<file path="src/sv/mlp_pkg.sv">
`timescale 1ns / 1ps
// Shared types and constants of the perceptron trainer.
package mlp_pkg;

    localparam int B_W        = 18;
    localparam int CFG_IDX_W  = 3;
    localparam int CFG_DATA_W = 16;

    localparam logic [CFG_IDX_W-1:0] REG_GAIN_KP       = 3'd0;
    localparam logic [CFG_IDX_W-1:0] REG_TARGET_OFFSET = 3'd1;
    localparam logic [CFG_IDX_W-1:0] REG_INITIAL_RATE  = 3'd2;
    localparam logic [CFG_IDX_W-1:0] REG_RATE_STEP     = 3'd3;
    localparam logic [CFG_IDX_W-1:0] REG_RATE_FLOOR    = 3'd4;

    localparam logic [15:0] GAIN_KP_RST   = 16'd2621;
    localparam logic [6:0]  OFFSET_RST    = 7'd20;
    localparam logic [15:0] INIT_RATE_RST = 16'd19661;
    localparam logic [15:0] RATE_STEP_RST = 16'd131;
    localparam logic [15:0] RATE_FLOOR_RST = 16'd328;

    localparam int SIG_SAT   = 327680;
    localparam int SIG_KNEE2 = 155648;
    localparam int SIG_KNEE1 = 65536;
    localparam logic [16:0] SIG_ONE  = 17'd65536;
    localparam logic [16:0] SIG_OFS2 = 17'd55296;
    localparam logic [16:0] SIG_OFS1 = 17'd40960;
    localparam logic [16:0] SIG_OFS0 = 17'd32768;

    localparam logic [6:0]  SPEED_MAX = 7'd100;
    localparam logic [25:0] T_RECIP   = 26'd42949673;

    typedef enum logic [1:0] {
        ACT_INFER = 2'd0,
        ACT_TRAIN = 2'd1,
        ACT_EPOCH = 2'd2,
        ACT_LOAD  = 2'd3
    } t_action;

    typedef enum logic [4:0] {
        S_IDLE,
        S_HID,
        S_HACT,
        S_OSUM,
        S_OACT,
        S_TGT,
        S_DP,
        S_DD,
        S_ERR,
        S_HQ,
        S_HG,
        S_HS,
        S_HW,
        S_HB,
        S_OS,
        S_OW,
        S_OB,
        S_DONE
    } t_state;

    typedef struct packed {
        logic mul_en;
        logic acc_en;
        logic acc_clr;
    } t_mac_ctl;

    typedef struct packed {
        logic we;
        logic sub;
    } t_wr_ctl;

endpackage

</file>
<file path="src/sv/mlp_mac.sv">
`timescale 1ns / 1ps
// Shared multiplier with product register and accumulator.
module mlp_mac #(
    parameter int A_W   = 26,
    parameter int ACC_W = 48
) (
    input  logic                                 i_clk,
    input  mlp_pkg::t_mac_ctl                    i_ctl,
    input  logic signed [A_W-1:0]                i_a,
    input  logic signed [mlp_pkg::B_W-1:0]       i_b,
    output logic signed [A_W+mlp_pkg::B_W-1:0]   o_prod,
    output logic signed [ACC_W-1:0]              o_acc
);
    import mlp_pkg::*;

    localparam int P_W = A_W + B_W;

    logic signed [P_W-1:0]   r_prod, n_prod;
    logic signed [ACC_W-1:0] r_acc, n_acc;

    always_comb begin
        n_prod = r_prod;
        if (i_ctl.mul_en) begin
            n_prod = i_a * i_b;
        end
        n_acc = r_acc;
        if (i_ctl.acc_en) begin
            if (i_ctl.acc_clr) begin
                n_acc = ACC_W'(r_prod);
            end else begin
                n_acc = r_acc + ACC_W'(r_prod);
            end
        end
    end

    always_ff @(posedge i_clk) begin
        r_prod <= n_prod;
        r_acc  <= n_acc;
    end

    assign o_prod = r_prod;
    assign o_acc  = r_acc;

endmodule

</file>
<file path="src/sv/mlp_wmem.sv">
`timescale 1ns / 1ps
// Weight register file with saturating load and subtract-update write port.
module mlp_wmem #(
    parameter int W_BITS = 24,
    parameter int DEPTH  = 17,
    parameter int D_W    = 34
) (
    input  logic                       i_clk,
    input  mlp_pkg::t_wr_ctl           i_ctl,
    input  logic [$clog2(DEPTH)-1:0]   i_addr,
    input  logic signed [D_W-1:0]      i_data,
    output logic signed [W_BITS-1:0]   o_rdata
);
    import mlp_pkg::*;

    localparam logic signed [D_W-1:0] W_MAX =
        {{(D_W-W_BITS+1){1'b0}}, {(W_BITS-1){1'b1}}};
    localparam logic signed [D_W-1:0] W_MIN =
        {{(D_W-W_BITS+1){1'b1}}, {(W_BITS-1){1'b0}}};

    logic signed [W_BITS-1:0] r_mem [DEPTH];
    logic signed [D_W-1:0]    w_ext;
    logic signed [D_W-1:0]    w_sum;
    logic signed [W_BITS-1:0] w_sat;

    assign o_rdata = r_mem[i_addr];

    always_comb begin
        w_ext = D_W'(o_rdata);
        w_sum = i_ctl.sub ? (w_ext - i_data) : i_data;
        if (w_sum > W_MAX) begin
            w_sat = W_MAX[W_BITS-1:0];
        end else if (w_sum < W_MIN) begin
            w_sat = W_MIN[W_BITS-1:0];
        end else begin
            w_sat = w_sum[W_BITS-1:0];
        end
    end

    always_ff @(posedge i_clk) begin
        if (i_ctl.we) begin
            r_mem[i_addr] <= w_sat;
        end
    end

endmodule

</file>
<file path="src/sv/mlp_two_three_two_backprop.sv">
`timescale 1ns / 1ps
// Top level of the sigmoid perceptron with backpropagation training.
// One input beat is handled at a time; the input is not ready until its result beat has been
// placed in the output register, which can hold one finished result while the next beat is
// taken. Load and epoch beats go straight to the result. Every product goes through a single
// shared multiplier (multiply, then accumulate or store). Weights are undefined until loaded.
module mlp_two_three_two_backprop #(
    parameter int HIDDEN_NODES = 3,
    parameter int WEIGHT_BITS  = 24
) (
    input  logic                                i_clk,
    input  logic                                i_rst_n,
    input  logic                                i_valid,
    output logic                                o_ready,
    input  logic [1:0]                          i_action,
    input  logic [7:0]                          i_left_reading,
    input  logic [7:0]                          i_right_reading,
    input  logic [4:0]                          i_weight_index,
    input  logic signed [23:0]                  i_weight_value,
    output logic                                o_valid,
    input  logic                                i_ready,
    output logic [6:0]                          o_left_speed,
    output logic [6:0]                          o_right_speed,
    output logic [15:0]                         o_current_rate,
    input  logic                                i_cfg_we,
    input  logic [mlp_pkg::CFG_IDX_W-1:0]       i_cfg_index,
    input  logic [mlp_pkg::CFG_DATA_W-1:0]      i_cfg_data
);
    import mlp_pkg::*;

    localparam int H     = HIDDEN_NODES;
    localparam int W     = WEIGHT_BITS;
    localparam int SLOTS = 5 * H + 2;
    localparam int AD_W  = $clog2(SLOTS);
    localparam int A_W   = W + 2;
    localparam int P_W   = A_W + B_W;
    localparam int ACC_W = W + 24;
    localparam int Z_W   = ACC_W - 15;
    localparam int D_W   = W + 10;
    localparam int J_W   = (H > 1) ? $clog2(H) : 1;
    localparam logic [J_W-1:0] J_LAST = J_W'(H - 1);

    t_state  r_state, n_state;
    logic    r_ph, n_ph;
    logic    r_i, n_i;
    logic    r_k, n_k;
    logic [J_W-1:0] r_j, n_j;

    t_action r_act;
    logic [7:0]  r_l, r_r;
    logic [15:0] r_h [H];
    logic [15:0] r_o [2];
    logic [15:0] r_t [2];
    logic [6:0]  r_spd [2];
    logic signed [15:0] r_d [2];
    logic [14:0] r_p;
    logic signed [A_W-1:0] r_g, r_s;

    logic [15:0] r_lr, r_kp, r_init, r_step, r_floor;
    logic [6:0]  r_off;

    logic        r_ov;
    logic [6:0]  r_out_l, r_out_r;
    logic [15:0] r_out_rate;

    logic        w_accept;
    logic        w_push;
    logic        w_idx_ok;
    t_mac_ctl    w_mac;
    t_wr_ctl     w_wr;
    logic signed [A_W-1:0]   w_a;
    logic signed [B_W-1:0]   w_b;
    logic signed [P_W-1:0]   w_prod;
    logic signed [ACC_W-1:0] w_acc;
    logic signed [P_W-17:0]  w_prod_hi;
    logic signed [ACC_W-17:0] w_acc_hi;
    logic signed [W-1:0]     w_rdata;
    logic [AD_W-1:0]         w_addr;
    logic signed [D_W-1:0]   w_wdata;
    logic signed [Z_W-1:0]   w_z;
    logic [15:0]             w_sig;
    logic [22:0]             w_spd;
    logic [15:0]             w_x;
    logic [15:0]             w_oi;
    logic [15:0]             w_hj;
    logic signed [26:0]      w_off, w_ke;
    int                      w_sel;

    function automatic logic [15:0] f_sigm(input logic signed [Z_W-1:0] z);
        logic [Z_W-1:0] m;
        logic [16:0]    y;
        m = z[Z_W-1] ? $unsigned(-z) : $unsigned(z);
        if (m >= Z_W'(SIG_SAT)) begin
            y = SIG_ONE;
        end else if (m >= Z_W'(SIG_KNEE2)) begin
            y = 17'(m[18:5]) + SIG_OFS2;
        end else if (m >= Z_W'(SIG_KNEE1)) begin
            y = 17'(m[18:3]) + SIG_OFS1;
        end else begin
            y = 17'(m[18:2]) + SIG_OFS0;
        end
        if (z[Z_W-1]) begin
            y = SIG_ONE - y;
        end
        return y[16] ? 16'hFFFF : y[15:0];
    endfunction

    function automatic logic [15:0] f_target(input logic signed [26:0] v);
        logic [6:0]  sp;
        logic [32:0] q;
        if (v[26]) begin
            sp = 7'd0;
        end else if (v[26:16] > 11'(SPEED_MAX)) begin
            sp = SPEED_MAX;
        end else begin
            sp = v[22:16];
        end
        q = 33'(sp) * 33'(T_RECIP);
        return q[32] ? 16'hFFFF : q[31:16];
    endfunction

    assign o_ready  = (r_state == S_IDLE);
    assign w_accept = i_valid && o_ready;
    assign w_push   = (r_state == S_DONE) && (!r_ov || i_ready);
    assign w_idx_ok = ({27'd0, i_weight_index} < 32'(SLOTS));

    assign w_prod_hi = $signed(w_prod[P_W-1:16]);
    assign w_acc_hi  = $signed(w_acc[ACC_W-1:16]);
    assign w_z       = Z_W'(w_acc_hi) + Z_W'(w_rdata);
    assign w_sig     = f_sigm(w_z);
    assign w_spd     = 23'(w_sig) * 23'd100;
    assign w_x       = r_k ? {r_r, r_r} : {r_l, r_l};
    assign w_oi      = r_o[r_i];
    assign w_hj      = r_h[r_j];
    assign w_off     = $signed({4'b0, r_off, 16'b0});
    assign w_ke      = $signed(w_prod[26:0]);

    mlp_mac #(
        .A_W   (A_W),
        .ACC_W (ACC_W)
    ) u_mac (
        .i_clk  (i_clk),
        .i_ctl  (w_mac),
        .i_a    (w_a),
        .i_b    (w_b),
        .o_prod (w_prod),
        .o_acc  (w_acc)
    );

    mlp_wmem #(
        .W_BITS (W),
        .DEPTH  (SLOTS),
        .D_W    (D_W)
    ) u_wmem (
        .i_clk   (i_clk),
        .i_ctl   (w_wr),
        .i_addr  (w_addr),
        .i_data  (w_wdata),
        .o_rdata (w_rdata)
    );

    // Next state and loop counters.
    always_comb begin
        n_state = r_state;
        n_ph    = r_ph;
        n_i     = r_i;
        n_j     = r_j;
        n_k     = r_k;
        case (r_state)
            S_IDLE: begin
                if (i_valid) begin
                    n_ph = 1'b0;
                    n_i  = 1'b0;
                    n_j  = '0;
                    n_k  = 1'b0;
                    if (i_action == ACT_LOAD || i_action == ACT_EPOCH) begin
                        n_state = S_DONE;
                    end else begin
                        n_state = S_HID;
                    end
                end
            end
            S_HACT: begin
                if (r_j == J_LAST) begin
                    n_j     = '0;
                    n_state = S_OSUM;
                end else begin
                    n_j     = r_j + 1'b1;
                    n_state = S_HID;
                end
            end
            S_OACT: begin
                if (r_i) begin
                    n_i     = 1'b0;
                    n_state = (r_act == ACT_TRAIN) ? S_TGT : S_DONE;
                end else begin
                    n_i     = 1'b1;
                    n_state = S_OSUM;
                end
            end
            S_HB: begin
                if (r_j == J_LAST) begin
                    n_j     = '0;
                    n_state = S_OS;
                end else begin
                    n_j     = r_j + 1'b1;
                    n_state = S_ERR;
                end
            end
            S_OB: begin
                if (r_i) begin
                    n_i     = 1'b0;
                    n_state = S_DONE;
                end else begin
                    n_i     = 1'b1;
                    n_state = S_OS;
                end
            end
            S_DONE: begin
                if (!r_ov || i_ready) begin
                    n_state = S_IDLE;
                end
            end
            default: begin
                n_ph = !r_ph;
                if (r_ph) begin
                    case (r_state)
                        S_HID: begin
                            n_k = !r_k;
                            if (r_k) begin
                                n_state = S_HACT;
                            end
                        end
                        S_OSUM: begin
                            if (r_j == J_LAST) begin
                                n_j     = '0;
                                n_state = S_OACT;
                            end else begin
                                n_j = r_j + 1'b1;
                            end
                        end
                        S_TGT: n_state = S_DP;
                        S_DP:  n_state = S_DD;
                        S_DD: begin
                            n_i     = !r_i;
                            n_state = r_i ? S_ERR : S_DP;
                        end
                        S_ERR: begin
                            n_i = !r_i;
                            if (r_i) begin
                                n_state = S_HQ;
                            end
                        end
                        S_HQ: n_state = S_HG;
                        S_HG: n_state = S_HS;
                        S_HS: n_state = S_HW;
                        S_HW: begin
                            n_k = !r_k;
                            if (r_k) begin
                                n_state = S_HB;
                            end
                        end
                        S_OS: n_state = S_OW;
                        S_OW: begin
                            if (r_j == J_LAST) begin
                                n_j     = '0;
                                n_state = S_OB;
                            end else begin
                                n_j = r_j + 1'b1;
                            end
                        end
                        default: n_state = S_IDLE;
                    endcase
                end
            end
        endcase
    end

    // Operand selection, multiplier control and weight port.
    always_comb begin
        w_a     = '0;
        w_b     = '0;
        w_mac   = '0;
        w_wr    = '0;
        w_wdata = D_W'(i_weight_value);
        w_sel   = 0;
        case (r_state)
            S_IDLE: begin
                w_wr.we = w_accept && (i_action == ACT_LOAD) && w_idx_ok;
            end
            S_HID: begin
                w_sel         = 2 * int'(r_j) + int'(r_k);
                w_a           = A_W'(w_rdata);
                w_b           = {2'b0, w_x};
                w_mac.mul_en  = !r_ph;
                w_mac.acc_en  = r_ph;
                w_mac.acc_clr = !r_k;
            end
            S_HACT: w_sel = 2 * H + int'(r_j);
            S_OSUM: begin
                w_sel         = 3 * H + int'(r_i) * H + int'(r_j);
                w_a           = A_W'(w_rdata);
                w_b           = {2'b0, w_hj};
                w_mac.mul_en  = !r_ph;
                w_mac.acc_en  = r_ph;
                w_mac.acc_clr = (r_j == '0);
            end
            S_OACT: w_sel = 5 * H + int'(r_i);
            S_TGT: begin
                w_a          = A_W'($signed({1'b0, r_l}) - $signed({1'b0, r_r}));
                w_b          = {2'b0, r_kp};
                w_mac.mul_en = !r_ph;
            end
            S_DP: begin
                w_a          = A_W'($signed({1'b0, w_oi}));
                w_b          = {1'b0, SIG_ONE - {1'b0, w_oi}};
                w_mac.mul_en = !r_ph;
            end
            S_DD: begin
                w_a          = A_W'($signed({1'b0, w_oi}) - $signed({1'b0, r_t[r_i]}));
                w_b          = {3'b0, r_p};
                w_mac.mul_en = !r_ph;
            end
            S_ERR: begin
                w_sel         = 3 * H + int'(r_i) * H + int'(r_j);
                w_a           = A_W'(w_rdata);
                w_b           = B_W'(r_d[r_i]);
                w_mac.mul_en  = !r_ph;
                w_mac.acc_en  = r_ph;
                w_mac.acc_clr = !r_i;
            end
            S_HQ: begin
                w_a          = A_W'($signed({1'b0, w_hj}));
                w_b          = {1'b0, SIG_ONE - {1'b0, w_hj}};
                w_mac.mul_en = !r_ph;
            end
            S_HG: begin
                w_a          = $signed(w_acc_hi[A_W-1:0]);
                w_b          = {3'b0, r_p};
                w_mac.mul_en = !r_ph;
            end
            S_HS: begin
                w_a          = r_g;
                w_b          = {2'b0, r_lr};
                w_mac.mul_en = !r_ph;
            end
            S_HW: begin
                w_sel        = 2 * int'(r_j) + int'(r_k);
                w_a          = r_s;
                w_b          = {2'b0, w_x};
                w_mac.mul_en = !r_ph;
                w_wr.we      = r_ph;
                w_wr.sub     = 1'b1;
                w_wdata      = D_W'(w_prod_hi);
            end
            S_HB: begin
                w_sel    = 2 * H + int'(r_j);
                w_wr.we  = 1'b1;
                w_wr.sub = 1'b1;
                w_wdata  = D_W'(r_s);
            end
            S_OS: begin
                w_a          = A_W'(r_d[r_i]);
                w_b          = {2'b0, r_lr};
                w_mac.mul_en = !r_ph;
            end
            S_OW: begin
                w_sel        = 3 * H + int'(r_i) * H + int'(r_j);
                w_a          = r_s;
                w_b          = {2'b0, w_hj};
                w_mac.mul_en = !r_ph;
                w_wr.we      = r_ph;
                w_wr.sub     = 1'b1;
                w_wdata      = D_W'(w_prod_hi);
            end
            S_OB: begin
                w_sel    = 5 * H + int'(r_i);
                w_wr.we  = 1'b1;
                w_wr.sub = 1'b1;
                w_wdata  = D_W'(r_s);
            end
            default: begin
                w_sel = 0;
            end
        endcase
        w_addr = (r_state == S_IDLE) ? AD_W'(i_weight_index) : AD_W'(w_sel);
    end

    always_ff @(posedge i_clk) begin
        if (!i_rst_n) begin
            r_state <= S_IDLE;
            r_ph    <= 1'b0;
            r_i     <= 1'b0;
            r_j     <= '0;
            r_k     <= 1'b0;
            r_ov    <= 1'b0;
            r_lr    <= INIT_RATE_RST;
            r_kp    <= GAIN_KP_RST;
            r_off   <= OFFSET_RST;
            r_init  <= INIT_RATE_RST;
            r_step  <= RATE_STEP_RST;
            r_floor <= RATE_FLOOR_RST;
        end else begin
            r_state <= n_state;
            r_ph    <= n_ph;
            r_i     <= n_i;
            r_j     <= n_j;
            r_k     <= n_k;
            if (w_push) begin
                r_ov <= 1'b1;
            end else if (i_ready) begin
                r_ov <= 1'b0;
            end
            if (w_accept && i_action == ACT_LOAD) begin
                r_lr <= r_init;
            end else if (w_accept && i_action == ACT_EPOCH && r_lr > r_floor) begin
                r_lr <= (r_lr > r_step) ? (r_lr - r_step) : 16'd0;
            end
            if (i_cfg_we) begin
                case (i_cfg_index)
                    REG_GAIN_KP:       r_kp    <= i_cfg_data;
                    REG_TARGET_OFFSET: r_off   <= i_cfg_data[6:0];
                    REG_INITIAL_RATE:  r_init  <= i_cfg_data;
                    REG_RATE_STEP:     r_step  <= i_cfg_data;
                    REG_RATE_FLOOR:    r_floor <= i_cfg_data;
                    default: ;
                endcase
            end
        end
    end

    always_ff @(posedge i_clk) begin
        if (w_accept) begin
            r_act    <= t_action'(i_action);
            r_l      <= i_left_reading;
            r_r      <= i_right_reading;
            r_spd[0] <= 7'd0;
            r_spd[1] <= 7'd0;
        end
        if (r_state == S_HACT) begin
            r_h[r_j] <= w_sig;
        end
        if (r_state == S_OACT) begin
            r_o[r_i]   <= w_sig;
            r_spd[r_i] <= w_spd[22:16];
        end
        if (r_ph) begin
            case (r_state)
                S_TGT: begin
                    r_t[0] <= f_target(w_off - w_ke);
                    r_t[1] <= f_target(w_off + w_ke);
                end
                S_DP, S_HQ: r_p      <= w_prod[30:16];
                S_DD:       r_d[r_i] <= w_prod_hi[15:0];
                S_HG:       r_g      <= w_prod_hi[A_W-1:0];
                S_HS, S_OS: r_s      <= w_prod_hi[A_W-1:0];
                default: ;
            endcase
        end
        if (w_push) begin
            r_out_l    <= r_spd[0];
            r_out_r    <= r_spd[1];
            r_out_rate <= r_lr;
        end
    end

    assign o_valid        = r_ov;
    assign o_left_speed   = r_out_l;
    assign o_right_speed  = r_out_r;
    assign o_current_rate = r_out_rate;

endmodule

</file>
<file path="config.mk">
export PLATFORM = sky130hd
export DESIGN_NAME = mlp_two_three_two_backprop
export DESIGN_NICKNAME = d
export VERILOG_FILES = /design/src/sv/mlp_pkg.sv /design/src/sv/mlp_mac.sv /design/src/sv/mlp_wmem.sv /design/src/sv/mlp_two_three_two_backprop.sv
export SDC_FILE = /design/constraint.sdc
export NUM_CORES = 2
export LEC_CHECK = 0
export ABC_CLOCK_PERIOD_IN_PS = 20400
export CAP_MARGIN = 20
export CORE_ASPECT_RATIO = 1.1
export CORE_MARGIN = 5
export CORE_UTILIZATION = 55
export DETAILED_ROUTE_END_ITERATION = 6
export DONT_BUFFER_PORTS = 1
export PLACE_DENSITY = 0.7
export SLEW_MARGIN = 20
export SYNTH_ARGS = -nofsm -noshare
export SYNTH_HDL_FRONTEND = slang
export SYNTH_SLANG_ARGS = --single-unit
</file>
<file path="constraint.sdc">
create_clock -name i_clk -period 20.4 [get_ports i_clk]
set_clock_uncertainty 0.05 [all_clocks]
set_input_delay 2.04 -clock i_clk [delete_from_list [all_inputs] [get_ports i_clk]]
set_output_delay 2.04 -clock i_clk [all_outputs]
set_load 0.005 [all_outputs]
</file>
==> run metrics <==
top-area cell type share of the netlist area 0.338; Tightest Hold Check Type flop to flop; RSZ-0062 raised after global routing false; final setup vio count 0; crit-path max cell delay 0.94 ns; Syn. warnings 0; I/O pins 103; adder-cell area share of the yosys netlist 0.246; drt total wl 201000 um; initial antenna violation count 15; Avg Cell Area, Syn 10.0 um^2; fin nets 7854; Post-synth EDFFs 773; WP data required 20.74 ns; Max Cap Violations 0; Synth area leader edfxtp_1; crit-path most repeated cell ha_1; vias in the first global route 51700; Commonest cells post-synth nand2_1 (978), inv_1 (805), edfxtp_1 (773); mux cell area share after synthesis 0.0163; post-cts hold buffer count 0; Setup TNS 0 ns; kind of critical path flop to flop; initial core utilization 0.555; CTS Buf Count 85; CP endpoint kind flop; WL/cell 23.7 um; root buffer cell clkbuf_16; slowest CP cell a211oi_1; Compound-Gate Fraction of Synth Area 0.138; Iter 0 DRT Violations 5334; core area 123000 um^2; fmax 0.0620 GHz; pin count of the biggest net entering global routing 197; post-CTS sizing 0; Clock Latency Late Sink 0.68 ns; Arrival @ worst endpoint 16.48 ns; Post-DRT Antenna Nets 0; GRT overflow 0; startpoint types flop; Async SR Flop Fraction 0; post-synthesis net count 7926; Bufs and invs on worst path 5; final worst-path cycle share 0.791; 1st-pass router iterations 7; setup bufs post-CTS 0; relative slew slack 0.214; layout cells sized above 1 0.0641; Critical Path Fanout Max 71; Gate Count Post-Synth 6824; Cell Area, Synth 68600 um^2; Non-Filler Instances 8474; Top Family by Delay on Critical Path compound AO/OA/AOI/OAI gates; final slew viol count 0; first-pass GRT wire length 308000 um; post-synth cell types 107; Final Hold Slack 0.411 ns; Remaining DRCs 6; top cells by area, synth edfxtp_1 (34%), fa_1 (15%), ha_1 (9.2%), nand2_1 (5.4%), inv_1 (4.4%); Worst Max-Slew Pin Slew 1.18 ns; register area share after synthesis 0.368; Row Count 135; clock sink count 874; die width 347 um; main combinational cell family by area after synthesis adder cells; Synth-to-Final Area Change 7.71%; die area 132000 um^2; Placer Congestion 0.957; Global Route Usage Sum 0.300; post-DP HPWL 150000 um; via count 52000; ys flop type edfxtp_1; Post-Synth Simple-Gate Area 0.143; min Tclk post-route 16.14 ns; Die Y 380 um; count leader, synth nand2_1; clock buffer depth 3; placed cell count 8308; CTS clk-pin slew, worst paths 0.07 ns; TritonCTS clock tree done; Final Hold Viols 0; port buffer count 0; failing checks design-rule violations; via/cell ratio 6.13; H-tree Lvls 3; Synth Area in XOR/XNOR 0.0288; FF+latch count, synth 874; outcome complete, but fails checks
routing by layer:
layer,global-route usage,wire [um],up-vias
li1,-,-,23600
met1,0.417,83900,25700
met2,0.483,92700,2198
met3,0.0461,16600,429
met4,0.107,7770,8
met5,0,57,-
state kept, by name (all words and copies together) (netlist names), 8 cells and up, named ones only:
register and count:
o_current_rate 16, r_d 32, r_floor 16, r_g 26, r_h 48, r_init 16, r_kp 16, r_l 8
r_lr 16, r_o 32, r_p 15, r_r 8, r_s 26, r_spd 14, r_step 16, r_t 32
u_mac.o_acc 48, u_mac.o_prod 44, u_wmem.r_mem 408
cell usage in the layout, fill, tap and decap left out, types with 59 or more instances in the layout:
cell,Yosys,layout
a21o_1,66,65
nor2b_1,92,91
nand3_1,106,106
nor3_1,93,80
buf_4,1,134
nor2_1,334,322
clkbuf_16,0,86
and2_1,168,167
nand2b_1,59,59
a21boi_0,68,68
a31oi_1,66,65
a21oi_1,287,281
mux2i_1,87,87
ha_1,504,504
a211oi_1,138,135
nand2_1,978,978
fa_1,527,527
inv_1,805,805
o21ai_0,249,249
xor2_1,80,80
o211ai_1,72,72
xnor2_1,144,144
dfxtp_1,101,100
edfxtp_1,773,773
path summary, 6_finish.rpt:
kind / startpoint / to / slack (ns) / cells after the start
worst min register to register: r_step[14] / r_step[14] / 0.41 / 2
worst min-delay path: r_step[14] / r_step[14] / 0.41 / 2
worst max-delay path: r_state[1] / r_spd[1][5] / 4.26 / 47
worst max register to register: r_state[1] / r_spd[1][5] / 4.26 / 47
worst reg2reg max path: cells and delay by family, from the launching register on:
family                   cells  cell delay (ns)
multiplexers                 1             0.18
flip-flops                   1             0.81
AO/OA/AOI/OAI               19             5.85
AND/OR/NAND/NOR             13             3.88
XOR/XNOR                     2             0.82
buffers and inverters        5             1.79
adder cells (fa/ha/maj)      7             2.48
per-stage QoR:
step | instance area, um^2 | setup WS (ns) | utilization
finish | 73900 | 4.26 | 0.598
global placement | 70900 | 4.94 | 0.574
detailed placement | 70900 | 4.72 | 0.574
global route | 73800 | 3.41 | 0.598
CTS | 73800 | 4.60 | 0.598
floorplan | 68600 | 6.52 | -
cell families (layout without fill, tap and decap cells):
logic type                 Yosys count  after routing
DFF                                874            874
AOI/OAI and AO/OA                 1378           1378
adders and majority gates         1031           1031
other                                0             11
buffers and inverters             1104           1099
and+or+nand+nor                   2103           2103
xor gates and xnor gates           225            225
muxes                              109            109
area by class of cell:
type,instances,area (um^2)
Antenna cell,11,27.5
Fill cell,10300,49600
Sequential cell,874,25200
Timing Repair Buffer,137,1070
Multi-Input combinational cell,4846,39500
Clock buffer,96,2190
Inverter,808,3030
Tap cell,1644,2060
Clock inverter,58,749
Power is left out: the tool's default activity adds up to more than one toggle a clock period on the data nets, which glitch-free logic cannot reach.
